===== config.mk =====
export PLATFORM = sky130hd
export DESIGN_NAME = bad_queue
export DESIGN_NICKNAME = d
export VERILOG_FILES = /design/src/hw/rtl/bad_pkg.sv /design/src/hw/rtl/bad_queue.sv
export SDC_FILE = /design/constraint.sdc
export NUM_CORES = 1
export LEC_CHECK = 0
export BUFFER_PORTS_ARGS = -buffer_cell sky130_fd_sc_hd__buf_2
export CAP_MARGIN = 20
export CORE_MARGIN = 1
export CORE_UTILIZATION = 52
export CTS_CLUSTER_DIAMETER = 100
export DETAILED_ROUTE_END_ITERATION = 8
export GPL_ROUTABILITY_DRIVEN = 0
export HOLD_SLACK_MARGIN = 0.05
export PLACE_DENSITY = 0.79
export SYNTH_ARGS = -nofsm -noshare
export SYNTH_HDL_FRONTEND = slang
export SYNTH_SLANG_ARGS = --single-unit

===== constraint.sdc =====
create_clock -name clk -period 2.8 [get_ports clk]
set_input_delay 0.14 -clock clk [delete_from_list [all_inputs] [get_ports clk]]
set_output_delay 0.14 -clock clk [all_outputs]
set_load 0.02 [all_outputs]

===== src/hw/rtl/bad_pkg.sv =====
// shared types and constants of the box average downsampler
package bad_pkg;

  localparam int MaxWidth  = 4096;
  localparam int MaxWindow = 64;
  localparam int ColW = $clog2(MaxWidth);
  localparam int OffW = $clog2(MaxWindow);
  localparam int CntW = $clog2(MaxWidth) + 1;
  localparam int SumW = 20;

  localparam logic [1:0] REG_WINDOW_SIZE = 2'd0;
  localparam logic [1:0] REG_LINE_WIDTH  = 2'd1;

  typedef struct packed {
    logic [7:0]      pixel;
    logic [ColW-1:0] bin;
    logic            emit;
    logic            eol;
    logic [CntW-1:0] cnt;
  } work_t;

  typedef struct packed {
    logic clearing;
  } back_stat_t;

  typedef enum logic [2:0] {
    ST_CLEAR,
    ST_IDLE,
    ST_ACC,
    ST_DIV,
    ST_PUT
  } back_state_t;

endpackage


===== src/hw/rtl/bad_queue.sv =====
// two-entry queue of classified items between front and back
module bad_queue import bad_pkg::*; (
  input  logic  clk,
  input  logic  rst,
  input  logic  wr,
  input  work_t wr_data,
  input  logic  rd,
  output work_t rd_data,
  output logic  q_full,
  output logic  q_empty
);

  work_t      ent [2];
  logic       wp;
  logic       rp;
  logic [1:0] count;

  assign q_full  = count == 2'd2;
  assign q_empty = count == 2'd0;
  assign rd_data = ent[rp];

  always_ff @(posedge clk) begin
    if (wr) ent[wp] <= wr_data;
  end

  always_ff @(posedge clk) begin
    if (rst) begin
      wp    <= 1'b0;
      rp    <= 1'b0;
      count <= 2'd0;
    end else begin
      if (wr) wp <= ~wp;
      if (rd) rp <= ~rp;
      count <= count + 2'(wr) - 2'(rd);
    end
  end

endmodule


==> summary.md, run 1 <==
| Metric | Value |
|---|---|
| Setup bufs post-CTS | `0` |
| Final setup viols | `0` |
| Clock transition at path regs | `0.07 ns` |
| Detailed Route Iter0 Violations | `117` |
| Synth top area cells | `edfxtp_1, mux2_4, dfxtp_1` |
| Seq. cell area | `0.002203 mm^2` |
| Hold Path Class | `in2reg` |
| Critical Path AT | `1.84 ns` |
| Post-synth top area share | `72.57%` |
| Crit. End Element | `output port` |
| Via count | `1,573` |
| Clock buffer count from CTS | `9` |
| Cell area after layout | `0.003856 mm^2` |
| Multi-input logic area | `624.3 um^2` |
| Hold Violations, Final | `0` |
| Yosys Warn Count | `0` |
| Crit-path slowest cell | `dfxtp_2` |
| Final worst-path cycle share | `70.78%` |
| Post-CTS resize count | `0` |
| Synth Cell Area | `0.002897 mm^2` |
| CTS max path bufs | `2` |
| Power per cell area | `651.4 mW/mm^2` |
| CTS root buf | `clkbuf_8` |
| ANT nets after route | `0` |
| Worst Setup Path Type | `reg2out` |
| Pre-Repair DR Iteration Count | `4` |
| Post-route minimum period | `1.982 ns` |
| Initial Utilization | `55.30%` |
| Die X | `76.64 um` |
| Req. time, crit path | `2.66 ns` |
| Vias in the first global route | `1,606` |
| Slew headroom | `32.20%` |
| GRT Total Usage | `18.29%` |
| Skew final | `0.003562 ns` |
| #FFs+latches synth | `75` |
| Synthesized netlist cell count | `130` |
| Worst slew pin tran | `1.015 ns` |
| Port bufs | `75` |
| CP Launch Type | `flop` |
| Peak fanout along the critical path | `17` |
| Area Overhead vs Synth | `33.13%` |
| Register area share after synthesis | `76.03%` |
| Number of diodes | `0` |
| RSZ-0062 raised after global routing | `no` |
| CORE AREA | `0.005238 mm^2` |
| Crit-path cells | `buf_4, mux2_2, buf_2` |
| M1 WL | `2.015 mm` |
| Final net count | `291` |
| Max incr delay on CP | `0.66 ns` |
| Number of I/O pins | `76` |
| Synthesized Nets | `171` |
| Max-slew violations | `0` |
| Fin Setup TNS | `0 ns` |
| GRT Residual Overflow | `0` |
| Leading cell type in the layout, fill and taps excluded | `buf_2` |
| WL met3 | `214 um` |
| Routed len/inst | `15.40 um` |
| Met2 wire length | `2.689 mm` |
| Share of layout cells above drive strength 1 | `50.20%` |
| Vias/cell | `4.840` |
| Die area | `0.005873 mm^2` |
| Maximum VDD drop | `0.4296 mV` |
| DIE HEIGHT | `76.64 um` |
| Synth area leader | `edfxtp_1` |
| DP Area | `0.003313 mm^2` |
| CTS Sinks | `75` |
| P_leak | `1.555 nW` |
| First-pass GRT wire length | `7.728 mm` |
| CTS tree | `done` |
| Worst-Skew Late Latency | `0.33 ns` |
| Site row count | `26` |
| Post-DP HPWL | `2.872 mm` |
| Top Metal Used | `met4` |
| Initial antenna violation count | `0` |
| Total wire length | `5.004 mm` |
| Fill cell count | `321` |
| Syn Area/Cell | `22.28 um^2` |
| Status | `finished clean` |
| Commonest non-fill, non-tap cells in the layout | `buf_2, edfxtp_1, dlygate4sd3_1, mux2_4, clkbuf_8` |
| Netlist cell types | `13` |
| Max-cap violation count | `0` |
| CTS H-tree lvls | `3` |
| Drc violations | `0` |
| Largest net degree at the start of global routing | `36` |
| F_max | `0.5046 GHz` |
## metal layers
layer | up-vias | GRT usage, %
met4 | 0 | 8.462
li1 | 738 | -
met1 | 771 | 20.53
met3 | 10 | 5.150
met2 | 54 | 32.16
met5 | - | 0
## cell usage after synthesis
cell / count
ha_1: 2
edfxtp_1: 70
mux2_4: 30
xnor3_1: 1
dfxtp_1: 5
buf_6: 1
xnor2_1: 2
buf_12: 3
nor2_1: 5
inv_1: 2
nor2b_1: 3
mux2_2: 5
and2_1: 1
## critical path: cells and delay by family, from the launching register on
family | cells | cell delay [ns]
flops | 1 | 0.66
buf+inv | 2 | 0.48
mux | 1 | 0.36
## repair_timing
item                                    in CTS  in global routing
endpoints found under the hold margin       75                  0
endpoints found under the setup margin       0                  0
hold buffers                                36                  0
## path summary, 6_finish.rpt
kind	slack, ns	cells after the start	end	startpoint
hold / removal	0.11	3	rp$_SDFFE_PP0P_	rd
setup reg to reg	1.26	1	ent[0][23]$_DFFE_PP_	wp$_SDFFE_PP0P_
setup / recovery	0.82	3	rd_data[3]	flop
hold reg to reg	0.53	2	rp$_SDFFE_PP0P_	rp$_SDFFE_PP0P_
## sequential cells by signal, summed over array words and instances (netlist names), named ones only
register and flops:
count 2, ent 70, rp 1, wp 1
## area by class of cell
class	count	share of cell area, %
clock buffers	9	3.212
clock inverters	7	1.525
multi-input cells	49	16.19
flip-flops and latches	75	57.14
repair buffers	113	19.47
inverters	2	0.1947
well taps	70	2.271
## logic make-up (layout without fill, tap and decap cells)
| group | after synthesis | count (layout) | synth area share [%] |
|---|---|---|---|
| xor+xnor | 3 | 3 | 1.382 |
| simple gates | 9 | 9 | 1.512 |
| flops | 75 | 75 | 76.03 |
| buf+inv | 6 | 131 | 2.722 |
| mux | 35 | 35 | 17.49 |
| fa+ha+maj | 2 | 2 | 0.8638 |
## stage by stage
step,utilization [%],worst slack [ns],power [W],instances,hold slack (ns)
floorplan,-,0.4693,0.001628,130,0.2116
global placement,63.26,1.173,0.001725,273,0.3283
detailed placement,63.26,1.167,0.001734,273,0.3322
CTS,73.63,0.7839,0.002528,325,0.09416
global route,73.63,0.7158,0.002605,325,0.1523
finish,73.63,0.8183,0.002512,325,0.1059
## power breakdown
| part | internal (W) | switching [W] |
|---|---|---|
| clock network | 0.000399 | 0.000367 |
| logic | 0.000205 | 0.000199 |
| registers | 0.00131 | 0.0000343 |
| total | 0.00191 | 0.000600 |
No activity file was read; power rests on OpenSTA's default activity.
==> run 2: changes to the inputs <==
Settings changed: ABC_AREA set to 1, CORE_UTILIZATION 52 to 47, PLACE_DENSITY 0.79 to 0.75.
Clock period 2.8 ns to 1.75 ns, I/O delays scaled along.
==> run 2 against run 1 <==
Against the previous run:
- critical path depth is the same
- clock power grew 59%
- utilization shrank 7.4 points
- clock skew grew 0.0039 ns
==> summary.md, run 2 <==
| Metric | Value |
|---|---|
| Register with the most flip-flops | `ent` |
| Maximum VDD drop | `0.7447 mV (+73%)` |
| Total wire length | `4.738 mm (-5.3%)` |
| FF-to-FF Start | `wp$_SDFFE_PP0P_` |
| CP Launch Type | `flop` |
| Top-count cell post-synth | `edfxtp_1` |
| Pre-Repair DR Iteration Count | `4 (unchanged)` |
| First-pass GRT wire length | `7.162 mm (-7.3%)` |
| Max incr delay on CP | `0.37 ns (-0.29 ns)` |
| Critical Path AT | `1.48 ns (-0.36 ns)` |
| Commonest non-fill, non-tap cells in the layout | `buf_2, edfxtp_1, dlygate4sd3_1, mux2_4, clkbuf_8` |
| Final setup viols | `0 (unchanged)` |
| Synth cell count leaders | `edfxtp_1, mux2_4, inv_1, nor2_1` |
| Cell area after layout | `0.003943 mm^2 (+2.2%)` |
| Hold Path Class | `in2reg` |
| Slew headroom | `77.00% (+45 points)` |
| Post-synth top area share | `72.38% (-0.19 points)` |
| Worst slew pin tran | `0.3446 ns (-0.6702 ns)` |
| Crit-path slowest cell | `mux2_2` |
| Clock transition at path regs | `0.07 ns (about the same)` |
| Clock buffer count from CTS | `9 (unchanged)` |
| Req. time, crit path | `1.66 ns (-1.00 ns)` |
| Top flop regs | `ent: 70 flops, count: 2 flops` |
| Max-slew violations | `0 (unchanged)` |
| Vias in the first global route | `1,599 (-0.44%)` |
| Number of flops mapped to enable cells by yosys | `70 (unchanged)` |
| Ys flop type | `edfxtp_1` |
| Worst-Skew Late Latency | `0.33 ns (about the same)` |
| CTS H-tree lvls | `3 (unchanged)` |
| Status | `finished clean` |
| Power per cell area | `1002 mW/mm^2 (+54%)` |
| P_leak | `1.611 nW (+3.6%)` |
| Post-route minimum period | `1.565 ns` |
| Syn Area/Cell | `20.74 um^2 (-6.9%)` |
| Die area | `0.006497 mm^2 (+11%)` |
| DIE HEIGHT | `80.61 um (+5.2%)` |
| Hold Crit Start | `wr_data[28]` |
| CORE AREA | `0.005956 mm^2 (+14%)` |
| CTS max path bufs | `2 (unchanged)` |
| Synth top area cells | `edfxtp_1, mux2_4, dfxtp_1` |
| Crit-path cells | `buf_4, mux2_2, buf_2` |
| Area Overhead vs Synth | `35.76%` |
| Crit. End Element | `output port` |
| Max reg flops | `70 (unchanged)` |
| Top Family by Delay on Critical Path | `buffers and inverters` |
| Via count | `1,562 (-0.70%)` |
| Share of layout cells above drive strength 1 | `47.96% (-2.2 points)` |
| Asr flop ratio synth | `0% (unchanged)` |
| CTS tree | `done` |
| Hold Violations, Final | `0 (unchanged)` |
| F_max | `0.6391 GHz` |
| Register area share after synthesis | `75.83% (-0.20 points)` |
| Synth Cell Area | `0.002904 mm^2 (+0.26%)` |
| Detailed Route Iter0 Violations | `52 (-56%)` |
| Post-DP HPWL | `2.920 mm (+1.7%)` |
| Initial antenna violation count | `0 (unchanged)` |
| RSZ-0062 raised after global routing | `no` |
| DP Area | `0.003378 mm^2 (+2.0%)` |
| Leading cell type in the layout, fill and taps excluded | `buf_2` |
| Final net count | `305 (+4.8%)` |
| Largest net degree at the start of global routing | `30 (-17%)` |
| Fin Setup TNS | `0 ns (unchanged)` |
| Number of diodes | `0 (unchanged)` |
| Site row count | `28 (+7.7%)` |
| Max-cap violation count | `0 (unchanged)` |
| Drc violations | `0 (unchanged)` |
| Netlist cell types | `14 (+1)` |
| Skew final | `0.007430 ns (+0.003867 ns)` |
| CTS Sinks | `75 (unchanged)` |
| Number of I/O pins | `76 (unchanged)` |
| Yosys Warn Count | `0 (unchanged)` |
| Initial Utilization | `48.76% (-6.5 points)` |
| GRT Total Usage | `15.79% (-2.5 points)` |
| CTS root buf | `clkbuf_8` |
| Routed len/inst | `13.77 um (-11%)` |
| ANT nets after route | `0 (unchanged)` |
| Worst Setup Path Type | `reg2out` |
| Final worst-path cycle share | `89.41%` |
| Vias/cell | `4.541 (-6.2%)` |
| Synthesized Nets | `181 (+5.8%)` |
| Die X | `80.61 um (+5.2%)` |
| Synthesized netlist cell count | `140 (+7.7%)` |
| Setup bufs post-CTS | `0 (unchanged)` |
| Crit path buf inv count | `2 (unchanged)` |
| #FFs+latches synth | `75 (unchanged)` |
| GRT Residual Overflow | `0 (unchanged)` |
| Synth area leader | `edfxtp_1` |
| Peak fanout along the critical path | `13 (-4)` |
| Port bufs | `75 (unchanged)` |
run 2: stage by stage:
stage / std cells / hold WS (ns) / setup WS, ns / power, W / utilization, %
2_1_floorplan: 140 / 0.1587 / 0.09380 / 0.002542 / -
3_3_place_gp: 290 / 0.2766 / 0.4968 / 0.002697 / 56.72
3_5_place_dp: 290 / 0.2787 / 0.4567 / 0.002713 / 56.72
4_1_cts: 344 / 0.4527 / 0.1559 / 0.004005 / 66.20
5_1_grt: 344 / 0.4631 / 0.1060 / 0.004107 / 66.20
6_report: 344 / 0.4755 / 0.1854 / 0.003951 / 66.20
run 2: per-layer routing:
layer  GRT usage [%]  wire length, um  vias up
met5               0                0        -
met4           8.571               65        0
met3           4.432              179        4
met2           28.22             2628       44
met1           16.64             1865      740
li1                -                -      774
run 2: what timing repair did:
item	CTS	global route
endpoints found under the hold margin	75	0
gates resized for setup	0	0
hold buffers	38	0
run 2: logic make-up after synthesis:
group,Yosys count,share of synthesized area (%)
buf+inv,12,3.490
compound gates,1,0.1722
mux,35,17.45
fa+ha+maj,2,0.8616
xor+xnor,1,0.3016
flops,75,75.83
simple gates,14,1.895
run 2: final cells by class:
type / instances / area (um^2)
clock buffer: 10 / 127.6
tap: 75 / 93.84
timing repair buffer: 117 / 823.3
inverter: 8 / 30.03
multi-input combinational: 53 / 608.1
fill: 427 / 2013
sequential: 75 / 2203
clock inverter: 6 / 56.30
run 2: path summary, 6_finish.rpt:
| path | to | slack (ns) | depth (start not counted) |
|---|---|---|---|
| min | ent[1][28]$_DFFE_PP_ | 0.48 | 2 |
| max reg2reg | ent[1][14]$_DFFE_PP_ | 0.45 | 3 |
| max | rd_data[0] | 0.19 | 3 |
| min reg2reg | wp$_SDFFE_PP0P_ | 0.55 | 2 |
run 2: worst reg2reg max path, delay by kind of cell (launching register included):
family / cells / cell delay [ns]
and+or+nand+nor: 1 / 0.07
DFF: 1 / 0.39
buffers and inverters: 2 / 0.52
run 2: where the power goes:
part           internal, W  total, W  switching [W]
combinational     0.000315  0.000632       0.000317
clock             0.000647   0.00122       0.000571
sequential         0.00207   0.00210      0.0000299
