===== config.mk =====
export PLATFORM = sky130hd
export DESIGN_NAME = bad_front
export DESIGN_NICKNAME = d
export VERILOG_FILES = /design/src/hw/rtl/bad_pkg.sv /design/src/hw/rtl/bad_front.sv
export SDC_FILE = /design/constraint.sdc
export NUM_CORES = 1
export LEC_CHECK = 0
export ABC_AREA = 0
export BUFFER_PORTS_ARGS = -buffer_cell sky130_fd_sc_hd__buf_2
export CAP_MARGIN = 20
export CORE_MARGIN = 4
export CORE_UTILIZATION = 55
export DETAILED_ROUTE_END_ITERATION = 8
export PLACE_DENSITY = 0.76
export SLEW_MARGIN = 20
export SYNTH_ARGS = -nofsm -noshare
export SYNTH_HDL_FRONTEND = slang
export SYNTH_SLANG_ARGS = --single-unit

===== constraint.sdc =====
create_clock -name clk -period 7.63 [get_ports clk]
set_input_delay 1.526 -clock clk [delete_from_list [all_inputs] [get_ports clk]]
set_output_delay 1.526 -clock clk [all_outputs]
set_load 0.1 [all_outputs]

===== src/hw/rtl/bad_pkg.sv =====
// shared types and constants of the box average downsampler
package bad_pkg;

  localparam int MaxWidth  = 4096;
  localparam int MaxWindow = 64;
  localparam int ColW = $clog2(MaxWidth);
  localparam int OffW = $clog2(MaxWindow);
  localparam int CntW = $clog2(MaxWidth) + 1;
  localparam int SumW = 20;

  localparam logic [1:0] REG_WINDOW_SIZE = 2'd0;
  localparam logic [1:0] REG_LINE_WIDTH  = 2'd1;

  typedef struct packed {
    logic [7:0]      pixel;
    logic [ColW-1:0] bin;
    logic            emit;
    logic            eol;
    logic [CntW-1:0] cnt;
  } work_t;

  typedef struct packed {
    logic clearing;
  } back_stat_t;

  typedef enum logic [2:0] {
    ST_CLEAR,
    ST_IDLE,
    ST_ACC,
    ST_DIV,
    ST_PUT
  } back_state_t;

endpackage


===== src/hw/rtl/bad_front.sv =====
// front end: config registers, raster position tracking and item classification
module bad_front import bad_pkg::*; (
  input  logic                  clk,
  input  logic                  rst,
  input  logic                  cfg_wr,
  input  logic [1:0]            cfg_index,
  input  logic [12:0]           cfg_data,
  output logic                  restart,
  input  logic                  accept,
  input  logic [7:0]            pixel,
  output work_t                 work
);

  logic [6:0]      window_size;
  logic [12:0]     line_width;
  logic [ColW-1:0] column_position;
  logic [OffW-1:0] offset_in_bin;
  logic [ColW-1:0] bin_index;
  logic [OffW-1:0] row_in_window;
  logic [6:0]      n;
  logic [12:0]     w;
  logic            last_in_line;
  logic            last_in_bin;
  logic [13:0]     prod;

  always_comb begin
    if (window_size == 7'd0) n = 7'd1;
    else if (window_size > 7'(MaxWindow)) n = 7'(MaxWindow);
    else n = window_size;
    if (line_width == 13'd0) w = 13'd1;
    else if (line_width > 13'(MaxWidth)) w = 13'(MaxWidth);
    else w = line_width;
  end

  assign restart = cfg_wr && (cfg_index == REG_WINDOW_SIZE || cfg_index == REG_LINE_WIDTH);
  assign last_in_line = {1'b0, column_position} >= (w - 13'd1);
  assign last_in_bin  = ({1'b0, offset_in_bin} >= (n - 7'd1)) || last_in_line;
  assign prod = 14'({1'b0, offset_in_bin} + 7'd1) * 14'(n);

  always_comb begin
    work.pixel = pixel;
    work.bin   = bin_index;
    work.emit  = last_in_bin && ({1'b0, row_in_window} >= (n - 7'd1));
    work.eol   = last_in_line;
    work.cnt   = prod[CntW-1:0];
  end

  always_ff @(posedge clk) begin
    if (rst) begin
      window_size     <= 7'd1;
      line_width      <= 13'(MaxWidth);
      column_position <= '0;
      offset_in_bin   <= '0;
      bin_index       <= '0;
      row_in_window   <= '0;
    end else if (restart) begin
      if (cfg_index == REG_WINDOW_SIZE) window_size <= cfg_data[6:0];
      else line_width <= cfg_data;
      column_position <= '0;
      offset_in_bin   <= '0;
      bin_index       <= '0;
      row_in_window   <= '0;
    end else if (accept) begin
      if (last_in_line) begin
        column_position <= '0;
        offset_in_bin   <= '0;
        bin_index       <= '0;
        if ({1'b0, row_in_window} + 7'd1 >= n) row_in_window <= '0;
        else row_in_window <= row_in_window + 1'b1;
      end else if (last_in_bin) begin
        column_position <= column_position + 1'b1;
        offset_in_bin   <= '0;
        bin_index       <= bin_index + 1'b1;
      end else begin
        column_position <= column_position + 1'b1;
        offset_in_bin   <= offset_in_bin + 1'b1;
      end
    end
  end

endmodule


==> reports/metrics.cfg, run 1 <==
[power]
ir_drop_mv = 0.0957
leakagePower_nw = 2.54
power_mw = 0.642
power_density_nw_per_um2 = 117

[detailed_routing]
via_count = 4637
antenna_left = 0
detail_route.vias_per_cell = 6.00
drt_iter0_drc = 284
wl_per_cell_um = 15.4
drt-total-wl_um = 11900
drc = 0
drt_pass1_iterations = 5

[cells_and_area]
final_layout_size_suffix_gt1_share_pct = 10.3
fin_area_sq_um = 5500
antenna_cells = 0
fin_cells = 773
areaGrowthSynthToFinish_pct = 6.27
fin_util_pct = 59.8
fin_nets = 779

[critical_path]
startpoint = offset_in_bin[0]
reg2reg_depth = 15
crit_required_ps = 6100
regToRegSetupSlack_ps = 2610
endpoint = work[12]
crit_path_start_kind = flop
rr_startpoint = line_width[2]
arrival_ps = 5520
cp_max_fo = 8
rr_endpoint = row_in_window[4]
critical_path_class = flop to primary output
end_kind = primary output

[placed_design]
dpl_cell_area_sq_um = 5400
pre_cts_slack_ps = 1030
io_buffers = 46
place_congestion = 0.929
dp_hpwl_um = 9440
place_inst = 765

[synthesis]
synth_area_leaders = dfxtp_1 (22%), ha_1 (16%), fa_1 (8.9%), nand2_1 (5.4%), nor2_1 (4.9%)
yosys_warnings = 0
avgSynthCellArea_sq_um = 8.15
yosys.area.top_type_share_pct = 21.7
yosysSeqAreaShare_pct = 21.7
yosysUniqueCellTypes = 58
synthSimpleGateAreaFrac_pct = 24.0
synth_common_cells = nand2_1 (74), ha_1 (68), nor2_1 (68)
synth_top_family_by_area = adder cells
synth_xor_area_share_pct = 6.77
async_reset_ff_share_pct = 0
synth_compound_area_share_pct = 13.9
synth_edf_count = 0
synth_adder_area_share_pct = 25.4
syn_area_sq_um = 5170
synth-main-ff-cell = dfxtp_1
yosysMostFrequentCell = nand2_1
ys_seq_elements = 56
synthMuxAreaShare_pct = 2.13
synthCells = 635
synth_area_leader_cell = dfxtp_1
synth_nets = 753

[global_route]
grt-ovfl-total = 0
antenna_found_initial = 0
grt_usage_pct = 22.2
grt_max_degree = 31
first_global_vias = 4527
grt_pass1_wl_um = 20800

[clocking]
clkLatencyLatePin_ps = 320
cts-buffers-inserted = 5
post_cts_resized = 0
cts_hold_buffers = 0
clk_pin_slew_ps = 110
htree_levels = 2
cts_root_buf = clkbuf_8
cts_sinks = 56
cts.path.max_buffers = 2
cts_tree = yes
cts_setup_buffers = 0

[sta]
fin_hold_ws_ps = 475
maxSlewViolCount = 0
hold_violations = 0
tns_ps = 0
worst_slew_pin_slew_ps = 858
finalSetupViolCount = 0
fmax_mhz = 142
fin_crit_ps = 7050
fin_crit_sh_pct = 92.3
setup_ws_ps = 584
grt_setup_unrepaired = false
skew_ps = 12.6
slew_headroom_pct = 42.8

[floorplan]
core_area_sq_um = 9200
fp.dieH_um = 105
initial_core_util_pct = 56.2
fp-row-count = 35
dieArea_sq_um = 11000
io_pins = 63
die_x_um = 105

[job]
drv_cap = 0

[outcome]
status = finished, final reports clean

[worst_hold_path]
min_from = line_width[0]
hold_path_class = flop to flop

layout make-up:
| class | instances | area [sq um] |
|---|---|---|
| fill | 859 | 3700 |
| sequential | 56 | 1120 |
| tap | 111 | 139 |
| clock buffer | 5 | 68.8 |
| multi-input combinational | 508 | 3740 |
| timing repair buffer | 48 | 245 |
| clock inverter | 3 | 26.3 |
| inverter | 42 | 158 |
routing by layer:
metal / part of all wire (%) / GRT usage [%] / wire, um / up-vias
met5: 0 / 0 / 0 / -
met1: 45 / 30.1 / 5360 / 2188
li1: - / - / - / 2241
met2: 46 / 35.7 / 5450 / 173
met4: 2.4 / 6.56 / 283 / 0
met3: 7.1 / 4.69 / 845 / 35
cell usage in the layout (no fill, tap or decap), types with 7 or more instances in the layout:
cell,Yosys,final
o21ai_0,16,16
fa_1,23,23
and2_1,11,11
inv_1,41,41
mux2i_1,11,11
a211oi_1,8,8
nand2_1,74,74
nand3_1,26,26
nor2_1,68,68
ha_1,68,68
a21oi_1,41,41
xnor2_1,22,22
nand4_1,9,9
xor2_1,18,18
buf_2,0,46
nor3_1,11,11
dfxtp_1,56,56
o21a_1,7,7
and3_1,8,8
nand3b_1,7,7
nor2b_1,12,12
logic make-up after synthesis:
kind of cell,count (synthesis)
XOR/XNOR,40
buffers and inverters,71
AND/OR/NAND/NOR,254
adder cells (fa/ha/maj),91
AO/OA/AOI/OAI,112
multiplexers,11
flip-flops,56
state kept, by name, indices dropped and copies added (netlist names):
register,count
line_width,13
column_position,12
row_in_window,6
offset_in_bin,6
bin_index,12
window_size,7
how the worst min path moves through the flow:
stage	end	cells after the start
floorplan	line_width[0]	2
global placement	bin_index[11]	2
detailed placement	line_width[0]	2
CTS	line_width[0]	2
global route	line_width[0]	2
finish	line_width[0]	2
worst max-delay path: stages (launching register included):
cell and delay (ps):
dfxtp_1 500, inv_1 190, nor3_1 390, xor2_1 300, nand2_1 110, fa_1 530
fa_1 440, fa_1 540, inv_1 50, fa_1 470, ha_1 360, o21a_1 200
o31ai_1 100, a21oi_1 170, a31oi_1 240, xnor2_1 140, buf_2 440
where the power goes:
part | internal [mW] | switching [mW] | leakage [nW] | total [mW]
sequential | 0.298 | 0.00891 | 0.453 | 0.307
clock | 0.0672 | 0.105 | 0.0487 | 0.173
combinational | 0.0478 | 0.115 | 2.04 | 0.162
total | 0.413 | 0.229 | 2.54 | 0.642
No activity file was read; power rests on OpenSTA's default activity.
==> inputs of run 2 (changes only) <==
--- a/config.mk
+++ b/config.mk
@@ -12,7 +12,7 @@
 export CORE_UTILIZATION = 55
 export DETAILED_ROUTE_END_ITERATION = 8
 export PLACE_DENSITY = 0.76
-export SLEW_MARGIN = 20
+export SLEW_MARGIN = 5
 export SYNTH_ARGS = -nofsm -noshare
 export SYNTH_HDL_FRONTEND = slang
 export SYNTH_SLANG_ARGS = --single-unit
==> constraint.sdc (replaced) <==
create_clock -name clk -period 7.63 [get_ports clk]
set_input_delay 1.526 -clock clk [delete_from_list [all_inputs] [get_ports clk]]
set_output_delay 1.526 -clock clk [all_outputs]
set_load 0.05 [all_outputs]
==> run 2 against run 1 <==
Net effect: clock power is 23% higher; largest power group unchanged; setup slack better by 260 ps; critical path type unchanged; sequential share of layout area is 0.065 points lower; fmax is 3.8% higher.
==> reports/metrics.cfg, run 2 (synthesis results as in run 1) <==
[power]
p_clk_share_pct = 32.2
leakagePower_nw = 2.55
ir_drop_mv = 0.0871
power_density_nw_per_um2 = 119
pwr-share-comb_pct = 21.1
power.switching_mw = 0.211
p_sw_share_pct = 32.1
p_int_mw = 0.446
power_mw = 0.657
seqPwrFrac_pct = 46.7

[placed_design]
place_inst = 765
place_congestion = 0.959
dp_hpwl_um = 9190
io_buffers = 46

[cells_and_area]
top_register = line_width
register_area_sq_um = 1120
areaGrowthSynthToFinish_pct = 6.60
nFillCells = 833
largestRegisters = line_width (13), bin_index (12), column_position (12)
largest_reg_flops = 13
multiInputGateArea_sq_um = 3730
final_common_cell = nand2_1
antenna_cells = 0
fin_nets = 779
mostFrequentLayoutCells = nand2_1 (74), nor2_1 (68), ha_1 (68)
fin_cells = 773
final_layout_size_suffix_gt1_share_pct = 10.1

[critical_path]
crit_path_start_kind = flop
crit_family = adder cells
max_stage_delay_ps = 540
crit_required_ps = 6100
crit_buf_inv = 3
cpMaxStageDelayCell = fa_1
end_kind = primary output
cp_max_fo = 8
critical_path_class = flop to primary output
crit_chain = inv_1 > nor3_1 > xor2_1 > nand2_1 > fa_1 > fa_1 > fa_1 > inv_1 > fa_1 > ha_1 > nor3_1 > o211ai_1 > a31o_2 > a21oi_1 > xnor2_1 > buf_2
arrival_ps = 5260
crit_top_cell = fa_1

[clocking]
cts_root_buf = clkbuf_8
post_cts_resized = 0
htree_levels = 2
cts_tree = yes
cts_setup_buffers = 0
cts_sinks = 56
cts.path.max_buffers = 2
clkLatencyLatePin_ps = 330
cts_hold_buffers = 0
clk_pin_slew_ps = 110
cts-buffers-inserted = 5

[sta]
finalSetupViolCount = 0
fin_hold_ws_ps = 491
skew_ps = 12.2
worst_slew_pin_slew_ps = 861
slew_headroom_pct = 42.6
maxSlewViolCount = 0
hold_violations = 0
tns_ps = 0
grt_setup_unrepaired = false
fin_crit_sh_pct = 88.9
fin_crit_ps = 6790
fmax_mhz = 147

[detailed_routing]
drc = 0
via_count = 4548
detail_route.vias_per_cell = 5.88
drt_pass1_iterations = 6
drt_iter0_drc = 273
antenna_left = 0
wl_per_cell_um = 15.2
drt-total-wl_um = 11700

[floorplan]
io_pins = 63
dieArea_sq_um = 11000
fp.dieH_um = 105
core_area_sq_um = 9200
initial_core_util_pct = 56.2
fp-row-count = 35
die_x_um = 105

[job]
drv_cap = 0

[global_route]
grt-ovfl-total = 0
grt_pass1_wl_um = 20400
grt_usage_pct = 21.8
first_global_vias = 4408
grt_max_degree = 31
antenna_found_initial = 0

[outcome]
status = finished, final reports clean

[worst_hold_path]
hold_path_class = flop to flop

run 2: area by class of cell:
type,instances,share of cell area (%)
multi-input cells,508,67.7
well taps,111,2.52
clock buffers,5,1.25
repair buffers,48,4.45
clock inverters,3,0.908
flip-flops and latches,56,20.3
inverters,42,2.86
run 2: routing by layer:
metal | GRT usage, % | up-vias | share of wire [%]
li1 | - | 2247 | -
met1 | 29.1 | 2158 | 46
met2 | 36.5 | 133 | 47
met3 | 4.69 | 10 | 6.3
met4 | 4.22 | 0 | 1.1
met5 | 0 | - | 0
run 2: power groups by stage:
stage	Clock, mW	Combinational, mW	Sequential [mW]
after CTS	0.213	0.138	0.307
after global placement	0	0.133	0.313
after floorplan	0	0.114	0.313
after detailed placement	0	0.137	0.313
final	0.212	0.139	0.307
after global routing	0.226	0.155	0.308
run 2: metrics by stage:
step | util (%) | worst slack (ps) | area (sq um)
2_1_floorplan | - | 1190 | 5170
3_3_place_gp | 58.7 | 1400 | 5400
3_5_place_dp | 58.7 | 1240 | 5400
4_1_cts | 60.0 | 860 | 5510
5_1_grt | 60.0 | 517 | 5510
6_report | 60.0 | 844 | 5510
run 2: worst paths after layout:
path         slack, ps            endpoint             start  cells after the start
min                490       line_width[0]     line_width[0]                      2
max reg2reg       2620  column_position[8]     line_width[2]                     15
max                840            work[11]  offset_in_bin[0]                     16
min reg2reg        490       line_width[0]     line_width[0]                      2
run 2: worst reg2reg max path: cells and delay by family, from the launching register on:
kind                       cells  cell delay [ps]
AOI/OAI and AO/OA              5             1590
adders and majority gates      2              560
buffers and inverters          1               50
DFF                            1              380
and+or+nand+nor                7             2350
==> inputs of run 3 (changes only) <==
--- a/config.mk
+++ b/config.mk
@@ -11,7 +11,7 @@
 export CORE_MARGIN = 4
 export CORE_UTILIZATION = 55
 export DETAILED_ROUTE_END_ITERATION = 8
-export PLACE_DENSITY = 0.76
+export PLACE_DENSITY = 0.88
 export SLEW_MARGIN = 5
 export SYNTH_ARGS = -nofsm -noshare
 export SYNTH_HDL_FRONTEND = slang
==> run 3 against run 2 <==
Net effect: critical path depth is 1 lower; core utilization shrank 0.23 points; clock power is 15% lower; count of clock-buffer cells in the layout unchanged; sequential share of layout area is 0.079 points higher; wire length grew 3.9%; critical endpoint unchanged; via count up 1.9%; non-clock buffer count stayed put; first-iteration DRC count is 6.6% lower; power fell by 4.3%; fmax shrank 1.1%.
==> reports/metrics.cfg, run 3 (synthesis results as in run 1) <==
[clocking]
htree_levels = 2
cts.path.max_buffers = 2
clkLatencyLatePin_ps = 330
cts_setup_buffers = 0
post_cts_resized = 0
cts-buffers-inserted = 5
cts_tree = yes
cts_hold_buffers = 0
cts_sinks = 56
clk_pin_slew_ps = 120
cts_root_buf = clkbuf_8

[critical_path]
rr_startpoint = line_width[2]
crit_path_start_kind = flop
startpoint = offset_in_bin[0]
reg2reg_depth = 15
arrival_ps = 5340
cp_max_fo = 8
critical_path_class = flop to primary output
rr_endpoint = column_position[4]
regToRegSetupSlack_ps = 2610
end_kind = primary output
crit_required_ps = 6100
endpoint = work[11]

[worst_hold_path]
hold_path_class = flop to flop

[global_route]
grt_max_degree = 31
first_global_vias = 4469
antenna_found_initial = 0
grt_pass1_wl_um = 20700
grt-ovfl-total = 0
grt_usage_pct = 22.0

[floorplan]
initial_core_util_pct = 56.2
die_x_um = 105
fp-row-count = 35
fp.dieH_um = 105
io_pins = 63
dieArea_sq_um = 11000
core_area_sq_um = 9200

[cells_and_area]
fin_nets = 779
fin_area_sq_um = 5490
final_layout_size_suffix_gt1_share_pct = 10.1
fin_util_pct = 59.7
top_register = line_width
antenna_cells = 0
final_common_cell = nand2_1
largestRegisters = line_width (13), bin_index (12), column_position (12)
mostFrequentLayoutCells = nand2_1 (74), nor2_1 (68), ha_1 (68)
largest_reg_flops = 13
areaGrowthSynthToFinish_pct = 6.19

[power]
power_mw = 0.629
seqPwrFrac_pct = 48.9
power_density_nw_per_um2 = 114
p_sw_share_pct = 34.0
p_int_mw = 0.415
leakagePower_nw = 2.54
power.switching_mw = 0.214
pwr-share-comb_pct = 22.4
ir_drop_mv = 0.0794
p_clk_share_pct = 28.8

[sta]
worst_slew_pin_slew_ps = 899
fin_crit_ps = 6860
fin_crit_sh_pct = 89.9
tns_ps = 0
fin_hold_ws_ps = 490
slew_headroom_pct = 40.0
maxSlewViolCount = 0
finalSetupViolCount = 0
fmax_mhz = 146
hold_violations = 0
grt_setup_unrepaired = false
skew_ps = 13.5

[placed_design]
place_congestion = 0.971
io_buffers = 46
dpl_cell_area_sq_um = 5400
dp_hpwl_um = 9500

[outcome]
status = finished, final reports clean

[detailed_routing]
drt_pass1_iterations = 5
drt_iter0_drc = 255
drt-total-wl_um = 12200
via_count = 4634
antenna_left = 0
drc = 0
wl_per_cell_um = 15.8
detail_route.vias_per_cell = 5.99

[job]
drv_cap = 0

-- run 3: cell count changes in the layout (fill, tap and decap cells not counted), sizes merged --
| cell | previous run | this run |
|---|---|---|
| bufinv | 1 | 0 |
| inv | 43 | 44 |
-- run 3: critical path, cell delays in order, from the launching register on --
cell and delay, ps:
dfxtp_1 490, ha_1 270, nand3_1 170, xor2_1 540
nor2_1 130, fa_1 490, fa_1 520, fa_1 490
ha_1 310, ha_1 320, or2_2 300, o31a_1 130
a31o_2 250, a21oi_1 180, xnor2_1 140, buf_2 280
-- run 3: layer usage --
metal / up-vias / part of all wire [%] / track usage (%)
li1: 2235 / - / -
met1: 2190 / 42 / 28.1
met2: 179 / 49 / 39.1
met3: 30 / 6.6 / 3.77
met4: 0 / 2.0 / 4.59
met5: - / 0 / 0
-- run 3: area by class of cell --
class,instances,area [sq um]
clock buffers,5,68.8
multi-input cells,508,3730
repair buffers,48,245
inverters,42,158
flip-flops and latches,56,1120
fillers,793,3700
well taps,111,139
clock inverters,3,28.8
-- run 3: how the worst min path moves through the flow --
stage | cells after the start | end | from
2_1_floorplan | 2 | line_width[0] | line_width[0]
3_3_place_gp | 2 | bin_index[11] | bin_index[11]
3_5_place_dp | 2 | bin_index[11] | bin_index[11]
4_1_cts | 2 | bin_index[11] | bin_index[11]
5_1_grt | 2 | bin_index[9] | bin_index[9]
6_report | 2 | bin_index[11] | bin_index[11]
-- run 3: stage by stage --
| stage | worst slack (ps) | std cells |
|---|---|---|
| 6_report | 768 | 773 |
| 5_1_grt | 485 | 773 |
| 4_1_cts | 816 | 773 |
| 3_5_place_dp | 1200 | 765 |
| 3_3_place_gp | 1380 | 765 |
| 2_1_floorplan | 1190 | 635 |
-- run 3: power by group through the flow --
stage	clock network (mW)	registers (mW)	logic, mW
after global routing	0.194	0.308	0.153
after floorplan	0	0.313	0.114
after global placement	0	0.313	0.133
final	0.181	0.307	0.141
after CTS	0.184	0.307	0.139
after detailed placement	0	0.313	0.138
